**config.mk**
```make
export PLATFORM = sky130hd
export DESIGN_NAME = format_header_probe_top_flat
export DESIGN_NICKNAME = d
export VERILOG_FILES = /design/src/design/fhp_pkg.sv /design/src/design/fhp_if.sv /design/src/design/fhp_parser.sv /design/src/design/format_header_probe_top.sv /design/src/flat_wrapper.sv
export SDC_FILE = /design/constraint.sdc
export NUM_CORES = 1
export LEC_CHECK = 0
export ABC_AREA = 1
export BUFFER_PORTS_ARGS = -buffer_cell sky130_fd_sc_hd__buf_2
export CORE_ASPECT_RATIO = 2
export CORE_MARGIN = 1.5
export CORE_UTILIZATION = 40
export DETAILED_ROUTE_END_ITERATION = 12
export GPL_ROUTABILITY_DRIVEN = 0
export PLACE_DENSITY = 0.62
export SLEW_MARGIN = 20
export SYNTH_ARGS = -nofsm -noshare
export SYNTH_HDL_FRONTEND = slang
export SYNTH_SLANG_ARGS = --single-unit
export TNS_END_PERCENT = 10
```
**constraint.sdc**
```tcl
create_clock -name clk_i -period 3.8 [get_ports clk_i]
set_input_delay 1.14 -clock clk_i [delete_from_list [all_inputs] [get_ports clk_i]]
set_output_delay 1.14 -clock clk_i [all_outputs]
set_load 0.02 [all_outputs]
```
**src/design/fhp_pkg.sv**
```systemverilog
// ----------------------------------------------------------------------------
// fhp_pkg
// Shared types, byte codes and helpers of the format header probe.
// ----------------------------------------------------------------------------
package fhp_pkg;

  // Offsets saturate at the buffer bound; the bound fits in POS_W bits.
  localparam int unsigned MAX_BUFFER_BYTES = 1048576;
  localparam int unsigned POS_W            = 21;
  localparam logic [POS_W-1:0] POS_MAX     = POS_W'(MAX_BUFFER_BYTES);

  localparam int unsigned KEY_LEN = 6;
  localparam int unsigned KEY_W   = 3;

  localparam logic [7:0] CH_BOM0  = 8'hEF;
  localparam logic [7:0] CH_BOM1  = 8'hBB;
  localparam logic [7:0] CH_BOM2  = 8'hBF;
  localparam logic [7:0] CH_SPACE = 8'h20;
  localparam logic [7:0] CH_TAB   = 8'h09;
  localparam logic [7:0] CH_CR    = 8'h0D;
  localparam logic [7:0] CH_LF    = 8'h0A;
  localparam logic [7:0] CH_HASH  = 8'h23;
  localparam logic [7:0] CH_EQ    = 8'h3D;
  localparam logic [7:0] CH_ZERO  = 8'h30;
  localparam logic [7:0] CH_ONE   = 8'h31;
  localparam logic [7:0] CH_NINE  = 8'h39;

  typedef enum logic [2:0] {
    ST_OK          = 3'd0,
    ST_MISSING     = 3'd1,
    ST_NOT_FIRST   = 3'd2,
    ST_BARE_KEY    = 3'd3,
    ST_EQUALS      = 3'd4,
    ST_INVALID     = 3'd5,
    ST_UNSUPPORTED = 3'd6
  } fhp_status_e;

  typedef struct packed {
    logic [7:0] data_byte;
    logic       byte_valid;
    logic       last;
  } fhp_item_t;

  typedef struct packed {
    fhp_status_e      status;
    logic             version;
    logic [POS_W-1:0] span_begin;
    logic [POS_W-1:0] span_end;
  } fhp_result_t;

  // Characters of the bare key "format"
  function automatic logic [7:0] key_char(input logic [KEY_W-1:0] idx);
    logic [7:0] c;
    case (idx)
      3'd0:    c = 8'h66;
      3'd1:    c = 8'h6F;
      3'd2:    c = 8'h72;
      3'd3:    c = 8'h6D;
      3'd4:    c = 8'h61;
      3'd5:    c = 8'h74;
      default: c = 8'h00;
    endcase
    return c;
  endfunction

  function automatic logic [POS_W-1:0] sat_next(input logic [POS_W-1:0] p);
    return (p < POS_MAX) ? p + POS_W'(1) : POS_MAX;
  endfunction

  function automatic logic is_blank(input logic [7:0] b);
    return (b == CH_SPACE) || (b == CH_TAB);
  endfunction

  function automatic logic is_term(input logic [7:0] b);
    return (b == CH_HASH) || (b == CH_CR) || (b == CH_LF);
  endfunction

  function automatic logic is_digit(input logic [7:0] b);
    return (b >= CH_ZERO) && (b <= CH_NINE);
  endfunction

endpackage

```
**src/design/fhp_if.sv**
```systemverilog
// ----------------------------------------------------------------------------
// fhp_if
// Valid/ready channels of the format header probe: byte stream in, verdict out.
// ----------------------------------------------------------------------------
interface fhp_in_if;
  logic       valid;
  logic       ready;
  logic [7:0] data_byte;
  logic       byte_valid;
  logic       last;

  modport source (output valid, output data_byte, output byte_valid, output last,
                  input ready);
  modport sink   (input valid, input data_byte, input byte_valid, input last,
                  output ready);
endinterface

interface fhp_out_if
  import fhp_pkg::*;
();
  logic             valid;
  logic             ready;
  logic [2:0]       status;
  logic             version;
  logic [POS_W-1:0] span_begin;
  logic [POS_W-1:0] span_end;

  modport source (output valid, output status, output version, output span_begin,
                  output span_end, input ready);
  modport sink   (input valid, input status, input version, input span_begin,
                  input span_end, output ready);
endinterface

```
**src/design/fhp_parser.sv**
```systemverilog
// ----------------------------------------------------------------------------
// fhp_parser
// Per-byte scanner of the header declaration; one item per step, at most
// one verdict per buffer, all state but decl_q/vstart_q reset on last items.
// ----------------------------------------------------------------------------
module fhp_parser
  import fhp_pkg::*;
(
  input  logic        clk_i,
  input  logic        rst_ni,
  input  logic        step_i,
  input  fhp_item_t   item_i,
  output logic        res_valid_o,
  output fhp_result_t res_o
);

  typedef enum logic [3:0] {
    PH_BOM0    = 4'd0,
    PH_BOM1    = 4'd1,
    PH_BOM2    = 4'd2,
    PH_SKIP    = 4'd3,
    PH_COMMENT = 4'd4,
    PH_KEY     = 4'd5,
    PH_KEYEND  = 4'd6,
    PH_PREEQ   = 4'd7,
    PH_POSTEQ  = 4'd8,
    PH_VALUE   = 4'd9,
    PH_TRAIL   = 4'd10
  } phase_e;

  phase_e           phase_q, phase_d;
  logic [POS_W-1:0] pos_q, pos_d;
  logic [POS_W-1:0] decl_q, decl_d;
  logic [POS_W-1:0] vstart_q, vstart_d;
  logic [KEY_W-1:0] key_idx_q, key_idx_d;
  logic [1:0]       len_q, len_d;
  logic             fdz_q, fdz_d;
  logic             fco_q, fco_d;
  logic             alldig_q, alldig_d;
  logic             done_q, done_d;
  logic             emit;
  fhp_result_t      res;
  logic [7:0]       b;

  function automatic fhp_result_t mk(input fhp_status_e st, input logic [POS_W-1:0] sb,
                                     input logic [POS_W-1:0] se);
    fhp_result_t r;
    r.status     = st;
    r.version    = 1'b0;
    r.span_begin = sb;
    r.span_end   = se;
    return r;
  endfunction

  function automatic fhp_result_t judge(input logic [1:0] len, input logic fco,
                                        input logic fdz, input logic alldig,
                                        input logic [POS_W-1:0] vs,
                                        input logic [POS_W-1:0] e);
    fhp_result_t r;
    if (len == 2'd1 && fco) begin
      r = mk(ST_OK, '0, '0);
      r.version = 1'b1;
    end else if (len != 2'd0 && alldig && (len == 2'd1 || !fdz)) begin
      r = mk(ST_UNSUPPORTED, vs, e);
    end else begin
      r = mk(ST_INVALID, vs, e);
    end
    return r;
  endfunction

  assign b = item_i.data_byte;

  always_comb begin
    phase_d   = phase_q;
    pos_d     = pos_q;
    decl_d    = decl_q;
    vstart_d  = vstart_q;
    key_idx_d = key_idx_q;
    len_d     = len_q;
    fdz_d     = fdz_q;
    fco_d     = fco_q;
    alldig_d  = alldig_q;
    done_d    = done_q;
    emit      = 1'b0;
    res       = mk(ST_NOT_FIRST, '0, POS_W'(1));

    // byte part
    if (item_i.byte_valid && !done_q) begin
      unique case (phase_q)
        PH_BOM0, PH_SKIP: begin
          if (phase_q == PH_BOM0 && b == CH_BOM0) begin
            phase_d = PH_BOM1;
          end else if (is_blank(b) || b == CH_CR || b == CH_LF) begin
            phase_d = PH_SKIP;
          end else if (b == CH_HASH) begin
            phase_d = PH_COMMENT;
          end else begin
            decl_d = pos_q;
            if (b == key_char('0)) begin
              key_idx_d = KEY_W'(1);
              phase_d   = PH_KEY;
            end else begin
              emit = 1'b1;
              res  = mk(ST_NOT_FIRST, pos_q, sat_next(pos_q));
            end
          end
        end
        PH_BOM1: begin
          if (b == CH_BOM1) phase_d = PH_BOM2;
          else emit = 1'b1;
        end
        PH_BOM2: begin
          if (b == CH_BOM2) phase_d = PH_SKIP;
          else emit = 1'b1;
        end
        PH_COMMENT: begin
          if (b == CH_LF) phase_d = PH_SKIP;
        end
        PH_KEY: begin
          if (key_idx_q < KEY_W'(KEY_LEN) && b == key_char(key_idx_q)) begin
            key_idx_d = key_idx_q + KEY_W'(1);
            if (key_idx_d >= KEY_W'(KEY_LEN)) phase_d = PH_KEYEND;
          end else begin
            emit = 1'b1;
            res  = mk(ST_NOT_FIRST, decl_q, sat_next(decl_q));
          end
        end
        PH_KEYEND, PH_PREEQ: begin
          if (is_blank(b)) begin
            phase_d = PH_PREEQ;
          end else if (b == CH_EQ) begin
            phase_d = PH_POSTEQ;
          end else begin
            emit = 1'b1;
            if (phase_q == PH_KEYEND) res = mk(ST_BARE_KEY, decl_q, sat_next(pos_q));
            else                      res = mk(ST_EQUALS, decl_q, pos_q);
          end
        end
        PH_POSTEQ: begin
          if (!is_blank(b)) begin
            vstart_d = pos_q;
            if (is_term(b)) begin
              len_d = 2'd0;
              emit  = 1'b1;
              res   = judge(2'd0, fco_q, fdz_q, alldig_q, pos_q, pos_q);
            end else begin
              len_d    = 2'd1;
              fdz_d    = (b == CH_ZERO);
              fco_d    = (b == CH_ONE);
              alldig_d = is_digit(b);
              phase_d  = PH_VALUE;
            end
          end
        end
        PH_VALUE: begin
          if (is_blank(b)) begin
            phase_d = PH_TRAIL;
          end else if (is_term(b)) begin
            emit = 1'b1;
            res  = judge(len_q, fco_q, fdz_q, alldig_q, vstart_q, pos_q);
          end else begin
            len_d    = 2'd2;
            alldig_d = alldig_q && is_digit(b);
          end
        end
        PH_TRAIL: begin
          if (is_term(b)) begin
            emit = 1'b1;
            res  = judge(len_q, fco_q, fdz_q, alldig_q, vstart_q, pos_q);
          end else if (!is_blank(b)) begin
            emit = 1'b1;
            res  = mk(ST_INVALID, vstart_q, sat_next(pos_q));
          end
        end
        default: begin
          emit = 1'b1;
        end
      endcase
    end
    if (item_i.byte_valid) pos_d = sat_next(pos_q);
    if (emit) done_d = 1'b1;

    // end of buffer, judged on the state left by the byte part
    if (item_i.last && !done_d) begin
      emit = 1'b1;
      unique case (phase_d)
        PH_BOM0, PH_SKIP, PH_COMMENT: res = mk(ST_MISSING, pos_d, pos_d);
        PH_BOM1, PH_BOM2:             res = mk(ST_NOT_FIRST, '0, POS_W'(1));
        PH_KEY:                       res = mk(ST_NOT_FIRST, decl_d, sat_next(decl_d));
        PH_KEYEND, PH_PREEQ:          res = mk(ST_EQUALS, decl_d, pos_d);
        PH_POSTEQ:                    res = judge(2'd0, fco_d, fdz_d, alldig_d, pos_d, pos_d);
        PH_VALUE, PH_TRAIL:           res = judge(len_d, fco_d, fdz_d, alldig_d, vstart_d,
                                                  pos_d);
        default:                      res = mk(ST_NOT_FIRST, '0, POS_W'(1));
      endcase
    end

    // back to the initial state for the next buffer
    if (item_i.last) begin
      phase_d   = PH_BOM0;
      pos_d     = '0;
      key_idx_d = '0;
      len_d     = '0;
      fdz_d     = 1'b0;
      fco_d     = 1'b0;
      alldig_d  = 1'b1;
      done_d    = 1'b0;
    end
  end

  always_ff @(posedge clk_i or negedge rst_ni) begin
    if (!rst_ni) begin
      phase_q   <= PH_BOM0;
      pos_q     <= '0;
      decl_q    <= '0;
      vstart_q  <= '0;
      key_idx_q <= '0;
      len_q     <= '0;
      fdz_q     <= 1'b0;
      fco_q     <= 1'b0;
      alldig_q  <= 1'b1;
      done_q    <= 1'b0;
    end else if (step_i) begin
      phase_q   <= phase_d;
      pos_q     <= pos_d;
      decl_q    <= decl_d;
      vstart_q  <= vstart_d;
      key_idx_q <= key_idx_d;
      len_q     <= len_d;
      fdz_q     <= fdz_d;
      fco_q     <= fco_d;
      alldig_q  <= alldig_d;
      done_q    <= done_d;
    end
  end

  assign res_valid_o = step_i && emit;
  assign res_o       = res;

endmodule

```
**src/design/format_header_probe_top.sv**
```systemverilog
// ----------------------------------------------------------------------------
// format_header_probe_top
// Checks the leading "format = <value>" declaration of a byte stream and
// reports one verdict per buffer.
// ----------------------------------------------------------------------------
//   channel    dir  payload                                      transfer when
//   byte_i     in   data_byte, byte_valid, last                  valid && ready
//   verdict_o  out  status, version, span_begin, span_end        valid && ready
//
// One byte per cycle sustained while verdict_o is not stalled. A byte goes
// input register -> scanner -> verdict register; the verdict register loads
// when the scanner steps on the held byte and emits. The scanner state is
// registered and advances whenever a byte is held and the verdict register
// is empty or being drained. Reset clears all control state; scanner state
// but decl_q/vstart_q returns to initial values after every item marked last.
module format_header_probe_top
  import fhp_pkg::*;
(
  input  logic       clk_i,
  input  logic       rst_ni,
  fhp_in_if.sink     byte_i,
  fhp_out_if.source  verdict_o
);

  logic        in_valid_q;
  fhp_item_t   item_q;
  logic        out_valid_q;
  fhp_result_t out_q;
  logic        advance;
  logic        step;
  logic        res_valid;
  fhp_result_t res;

  assign advance      = !out_valid_q || verdict_o.ready;
  assign step         = in_valid_q && advance;
  assign byte_i.ready = !in_valid_q || advance;

  always_ff @(posedge clk_i or negedge rst_ni) begin
    if (!rst_ni) begin
      in_valid_q <= 1'b0;
    end else if (byte_i.valid && byte_i.ready) begin
      in_valid_q <= 1'b1;
    end else if (advance) begin
      in_valid_q <= 1'b0;
    end
  end

  always_ff @(posedge clk_i) begin
    if (byte_i.valid && byte_i.ready) begin
      item_q.data_byte  <= byte_i.data_byte;
      item_q.byte_valid <= byte_i.byte_valid;
      item_q.last       <= byte_i.last;
    end
  end

  fhp_parser u_parser (
    .clk_i       (clk_i),
    .rst_ni      (rst_ni),
    .step_i      (step),
    .item_i      (item_q),
    .res_valid_o (res_valid),
    .res_o       (res)
  );

  always_ff @(posedge clk_i or negedge rst_ni) begin
    if (!rst_ni) begin
      out_valid_q <= 1'b0;
    end else if (res_valid) begin
      out_valid_q <= 1'b1;
    end else if (verdict_o.ready) begin
      out_valid_q <= 1'b0;
    end
  end

  always_ff @(posedge clk_i) begin
    if (res_valid) out_q <= res;
  end

  assign verdict_o.valid      = out_valid_q;
  assign verdict_o.status     = out_q.status;
  assign verdict_o.version    = out_q.version;
  assign verdict_o.span_begin = out_q.span_begin;
  assign verdict_o.span_end   = out_q.span_end;

`ifndef ASSERT_OFF
  a_new_verdict_from_step: assert property (@(posedge clk_i) disable iff (!rst_ni)
    $rose(out_valid_q) |-> $past(step))
    else $error("verdict appeared without a scanner step");

  a_hold_pending_byte: assert property (@(posedge clk_i) disable iff (!rst_ni)
    in_valid_q && !advance |=> in_valid_q && $stable(item_q))
    else $error("pending byte lost while output stalled");

  a_ok_shape: assert property (@(posedge clk_i) disable iff (!rst_ni)
    out_valid_q && out_q.status == ST_OK |->
      out_q.version && out_q.span_begin == '0 && out_q.span_end == '0)
    else $error("ok verdict with bad version or span");

  a_err_no_version: assert property (@(posedge clk_i) disable iff (!rst_ni)
    out_valid_q && out_q.status != ST_OK |-> !out_q.version)
    else $error("error verdict carries a version");

  a_span_order: assert property (@(posedge clk_i) disable iff (!rst_ni)
    out_valid_q |-> out_q.span_begin <= out_q.span_end)
    else $error("span begins after it ends");
`endif

endmodule
```
**src/flat_wrapper.sv**
```systemverilog
// flat-port wrapper written by rule: the top's interface ports become plain ports
module format_header_probe_top_flat import fhp_pkg::*;
  (clk_i, rst_ni, byte_i_valid, byte_i_data_byte, byte_i_byte_valid, byte_i_last, byte_i_ready, verdict_o_valid, verdict_o_status, verdict_o_version, verdict_o_span_begin, verdict_o_span_end, verdict_o_ready);
  fhp_in_if byte_i_i ();
  fhp_out_if verdict_o_i ();
  input  logic clk_i;
  input  logic rst_ni;
  input wire logic [$bits(byte_i_i.valid)-1:0] byte_i_valid;
  input wire logic [$bits(byte_i_i.data_byte)-1:0] byte_i_data_byte;
  input wire logic [$bits(byte_i_i.byte_valid)-1:0] byte_i_byte_valid;
  input wire logic [$bits(byte_i_i.last)-1:0] byte_i_last;
  output wire logic [$bits(byte_i_i.ready)-1:0] byte_i_ready;
  output wire logic [$bits(verdict_o_i.valid)-1:0] verdict_o_valid;
  output wire logic [$bits(verdict_o_i.status)-1:0] verdict_o_status;
  output wire logic [$bits(verdict_o_i.version)-1:0] verdict_o_version;
  output wire logic [$bits(verdict_o_i.span_begin)-1:0] verdict_o_span_begin;
  output wire logic [$bits(verdict_o_i.span_end)-1:0] verdict_o_span_end;
  input wire logic [$bits(verdict_o_i.ready)-1:0] verdict_o_ready;
  assign byte_i_i.valid = byte_i_valid;
  assign byte_i_i.data_byte = byte_i_data_byte;
  assign byte_i_i.byte_valid = byte_i_byte_valid;
  assign byte_i_i.last = byte_i_last;
  assign byte_i_ready = byte_i_i.ready;
  assign verdict_o_valid = verdict_o_i.valid;
  assign verdict_o_status = verdict_o_i.status;
  assign verdict_o_version = verdict_o_i.version;
  assign verdict_o_span_begin = verdict_o_i.span_begin;
  assign verdict_o_span_end = verdict_o_i.span_end;
  assign verdict_o_i.ready = verdict_o_ready;
  format_header_probe_top u_core (.clk_i(clk_i), .rst_ni(rst_ni), .byte_i(byte_i_i), .verdict_o(verdict_o_i));
endmodule
```
==> results_dict.tcl <==
set metrics [dict create \
    status "complete, no violations" \
    route.met3.wl_um 3420 \
    synth_top_family_by_area "simple AND/OR/NAND/NOR gates" \
    die-height_um 229 \
    finalHoldViolations 0 \
    avgSynthCellArea_um2 6.51 \
    irDropWorstVdd_uv 451 \
    post_synth_xor_area_fraction_pct 0.769 \
    rsz0062_at_grt "true" \
    drtIter0Drc 1232 \
    tritoncts "built" \
    muxShareOfSynthArea_pct 0 \
    share_comb_of_total_power_pct 55.4 \
    synth-async-reset-ratio_pct 58.2 \
    yosys.cell_count.top_type "nand2_1" \
    clockBufferDepth 2 \
    r2r_setup_slack_ps 170 \
    grt_first_pass_wirelength_um 63800 \
    global_routing_usage_summed_across_all_routing_layers_pct 33.0 \
    top_post_synthesis_cells_by_area "dfrtp_1, nand2_1, edfxtp_1" \
    synth_fp_nets 1598 \
    worst_path_max_delay_cell "dfrtp_1" \
    post-synth-top-area-fraction_pct 18.8 \
    required_time_reported_for_the_critical_path_endpoint_ps 4040 \
    max-slew-margin-rel_pct 33.8 \
    antenna_left 0 \
    drive_above_1_share_pct 12.3 \
    placement.io_buffers 61 \
    final_nets 1662 \
    drt_first_pass_iters 6 \
    clock_power_share_pct 19.3 \
    routed_wire_length_um 42800 \
    area.growth.synth_to_final_pct 14.8 \
    clock_insertion_delay_worst_skew_ps 460 \
    critical_path.max_stage_delay_ps 460 \
    finalCriticalPeriod_ps 3630 \
    fp.dieArea_um2 26600 \
    ioPinCount 62 \
    tritoncts_num_sinks 134 \
    filler_cell_count 2580 \
    dr_vias_cell 5.82 \
    area_fraction_in_and_or_nand_and_nor_cells_after_synthesis_pct 35.5 \
    synth.yosys.warnings 0 \
    route.top_layer_used "met4" \
    net-switching-power_mw 4.95 \
    yosys-top-cells-count "nand2_1, inv_1, o21ai_0, nor2_1, nand3_1" \
    synth.cell_area_um2 10200 \
    setup.worst_path.class "reg -> reg" \
    antenna_cells_inserted 0 \
    finalMaxSlewViolations 0 \
    power-per-cell-area_nw_per_um2 823 \
    critPathArrivalTime_ps 3870 \
    synth_adder_area_share_pct 1.10 \
    cts.reportedPaths.clkPinSlew_ps 60 \
    postSynthRegisterBits 134 \
    fin_tns_setup_ps 0 \
    power.static_leakage_nw 5.32 \
    wl_per_cell_um 21.5 \
    grt_start_max_net_pins 85 \
    hp-class "reg -> reg" \
    synth_compound_area_share_pct 17.1 \
    tightest_slew_ps 992 \
    effective_utilization_at_floorplan_pct 40.8 \
    wl_met2_um 21400 \
    floorplan.die.width_um 116 \
    timing.clock.skew_ps 10.3 \
    dominantRegCellSynth "dfrtp_1" \
    num_rows 82 \
    timing.critical_path.from_type "flip-flop" \
    worstPathCellList "ha_1 > ha_1 > inv_1 > nand2_1 > inv_1 > nand3_1 > nand2_1 > nand3_1 > nor2_2 > inv_1 > nand2_1 > nand2_1 > o31ai_4 > nand3_2 > buf_4 > nor2_4 > buf_12 > nand2_1 > o21ai_1" \
    dr_total_vias 11600 \
    swShare_pct 51.2 \
    timing.critical_path.mode_cell "nand2_1" \
    synth_enable_flop_cells 56 \
    end_kind "flip-flop" \
    drv.max_cap_violation_count 0 \
    antenna_found_initial 0 \
    total_power_mw 9.68 \
    core_area_um2 25100 \
    cts-root-buf "clkbuf_16" \
    htree_num_levels 4 \
    fmaxAchievable_mhz 276 \
    wirelength_met1_um 13400 \
    total_overflow_reported_by_the_global_router 0 \
    yosys.cell_types.count 50 \
    drc_errors 0 \
    dp_hpwl_um 30300 \
    final.period_utilization_pct 95.5 \
    cell_type_with_the_highest_aggregate_area_in_the_netlist "dfrtp_1" \
    power.share.sequential_pct 25.4 \
    ys_seq_area_share_pct 35.5 \
    cts_inserted_buffers 17 \
    design_internal_power_mw 4.73 \
    finalSetupViolations 0 \
    first_global_vias 11300 \
    netlist_instances 1575 \
    cp_max_fo 42 \
]
## kinds of logic (layout without fill, tap and decap cells)
| logic type | count (synthesis) | count (layout) |
|---|---|---|
| compound gates | 310 | 310 |
| xor+xnor | 9 | 9 |
| fa+ha+maj | 9 | 9 |
| buf+inv | 255 | 332 |
| flops | 134 | 134 |
| simple gates | 858 | 858 |
## registers in the layout (all words and copies together), names as in the netlist, 2 cells and up
name and flops:
u_core.u_parser.decl_q 21, u_core.u_parser.pos_q 21, u_core.u_parser.vstart_q 21, u_core.verdict_o.span_begin 21, u_core.verdict_o.span_end 21, u_core.item_q 10
u_core.u_parser.phase_q 4, u_core.u_parser.key_idx_q 3, u_core.verdict_o.status 3, u_core.u_parser.len_q 2
## area by class of cell
type / instances / area [um2] / share of cell area [%]
multi-input cells: 1186 / 5600 / 47.6
flip-flops and latches: 134 / 3630 / 30.9
repair buffers: 109 / 722 / 6.14
inverters: 190 / 722 / 6.14
clock buffers: 20 / 457 / 3.88
well taps: 336 / 420 / 3.57
clock inverters: 12 / 200 / 1.70
repair inverters: 1 / 7.51 / 0.0638
## cells in the final DEF (no fill, tap or decap), types with 17 or more instances in the layout
| master | count |
|---|---|
| dfrtp_1 | 77 |
| edfxtp_1 | 56 |
| nand4_1 | 24 |
| a21oi_1 | 47 |
| clkbuf_16 | 17 |
| inv_1 | 168 |
| nand2_1 | 507 |
| o21ai_0 | 156 |
| inv_2 | 17 |
| buf_2 | 60 |
| nor2_1 | 138 |
| nand3_1 | 132 |
| o21ai_1 | 22 |
| o22ai_1 | 40 |
| buf_4 | 44 |
## metrics by stage
stage | setup WS [ps] | cell area (um2) | util, % | instances | hold WS [ps]
final | 172 | 11800 | 46.8 | 1988 | 537
after global routing | -41.6 | 11800 | 46.8 | 1988 | 552
after CTS | 2.63 | 11700 | 46.5 | 1984 | 538
after detailed placement | 27.1 | 11000 | 43.9 | 1952 | 528
after global placement | 70.2 | 11000 | 43.9 | 1952 | 507
after floorplan | 253 | 10200 | - | 1575 | 490
## critical path: cells and delay by family, from the launching register on
kind            cells  cell delay, ps
flops               1             460
buf+inv             5             740
compound gates      2             550
simple gates       10            1280
fa+ha+maj           2             390
## metal layers
metal  global-route usage, %  vias up
met3                    6.30      270
met4                    28.7        0
met5                       0        -
met1                    32.9     5246
li1                        -     5331
met2                    56.7      715
## power groups by stage
| stage | sequential (mW) | combinational (mW) | clock (mW) |
|---|---|---|---|
| final | 2.46 | 5.36 | 1.87 |
| after CTS | 2.44 | 5.08 | 1.90 |
| after detailed placement | 2.47 | 5.05 | 0 |
| after global placement | 2.46 | 5.04 | 0 |
| after global routing | 2.51 | 5.73 | 1.95 |
| after floorplan | 2.60 | 3.09 | 0 |
## worst paths after layout
check                                                  start                         endpoint  cells past startpoint
worst max-delay path            u_core.u_parser.key_idx_q[1]  u_core.verdict_o.span_begin[18]                     19
worst min-delay path                  u_core.verdict_o.valid           u_core.verdict_o.valid                      2
worst max register to register  u_core.u_parser.key_idx_q[1]  u_core.verdict_o.span_begin[18]                     19
worst min register to register        u_core.verdict_o.valid           u_core.verdict_o.valid                      2
max in group asynchronous                             rst_ni         u_core.u_parser.alldig_q                      2
min in group asynchronous                             rst_ni           u_core.verdict_o.valid                      1
## what timing repair did
item | in CTS | in global routing
gates resized for setup | 0 | 9
setup endpoints to repair | 0 | 54
hold buffers | 0 | 0
setup buffers | 0 | 3
Note: power is estimated with default switching activity, not from simulation.
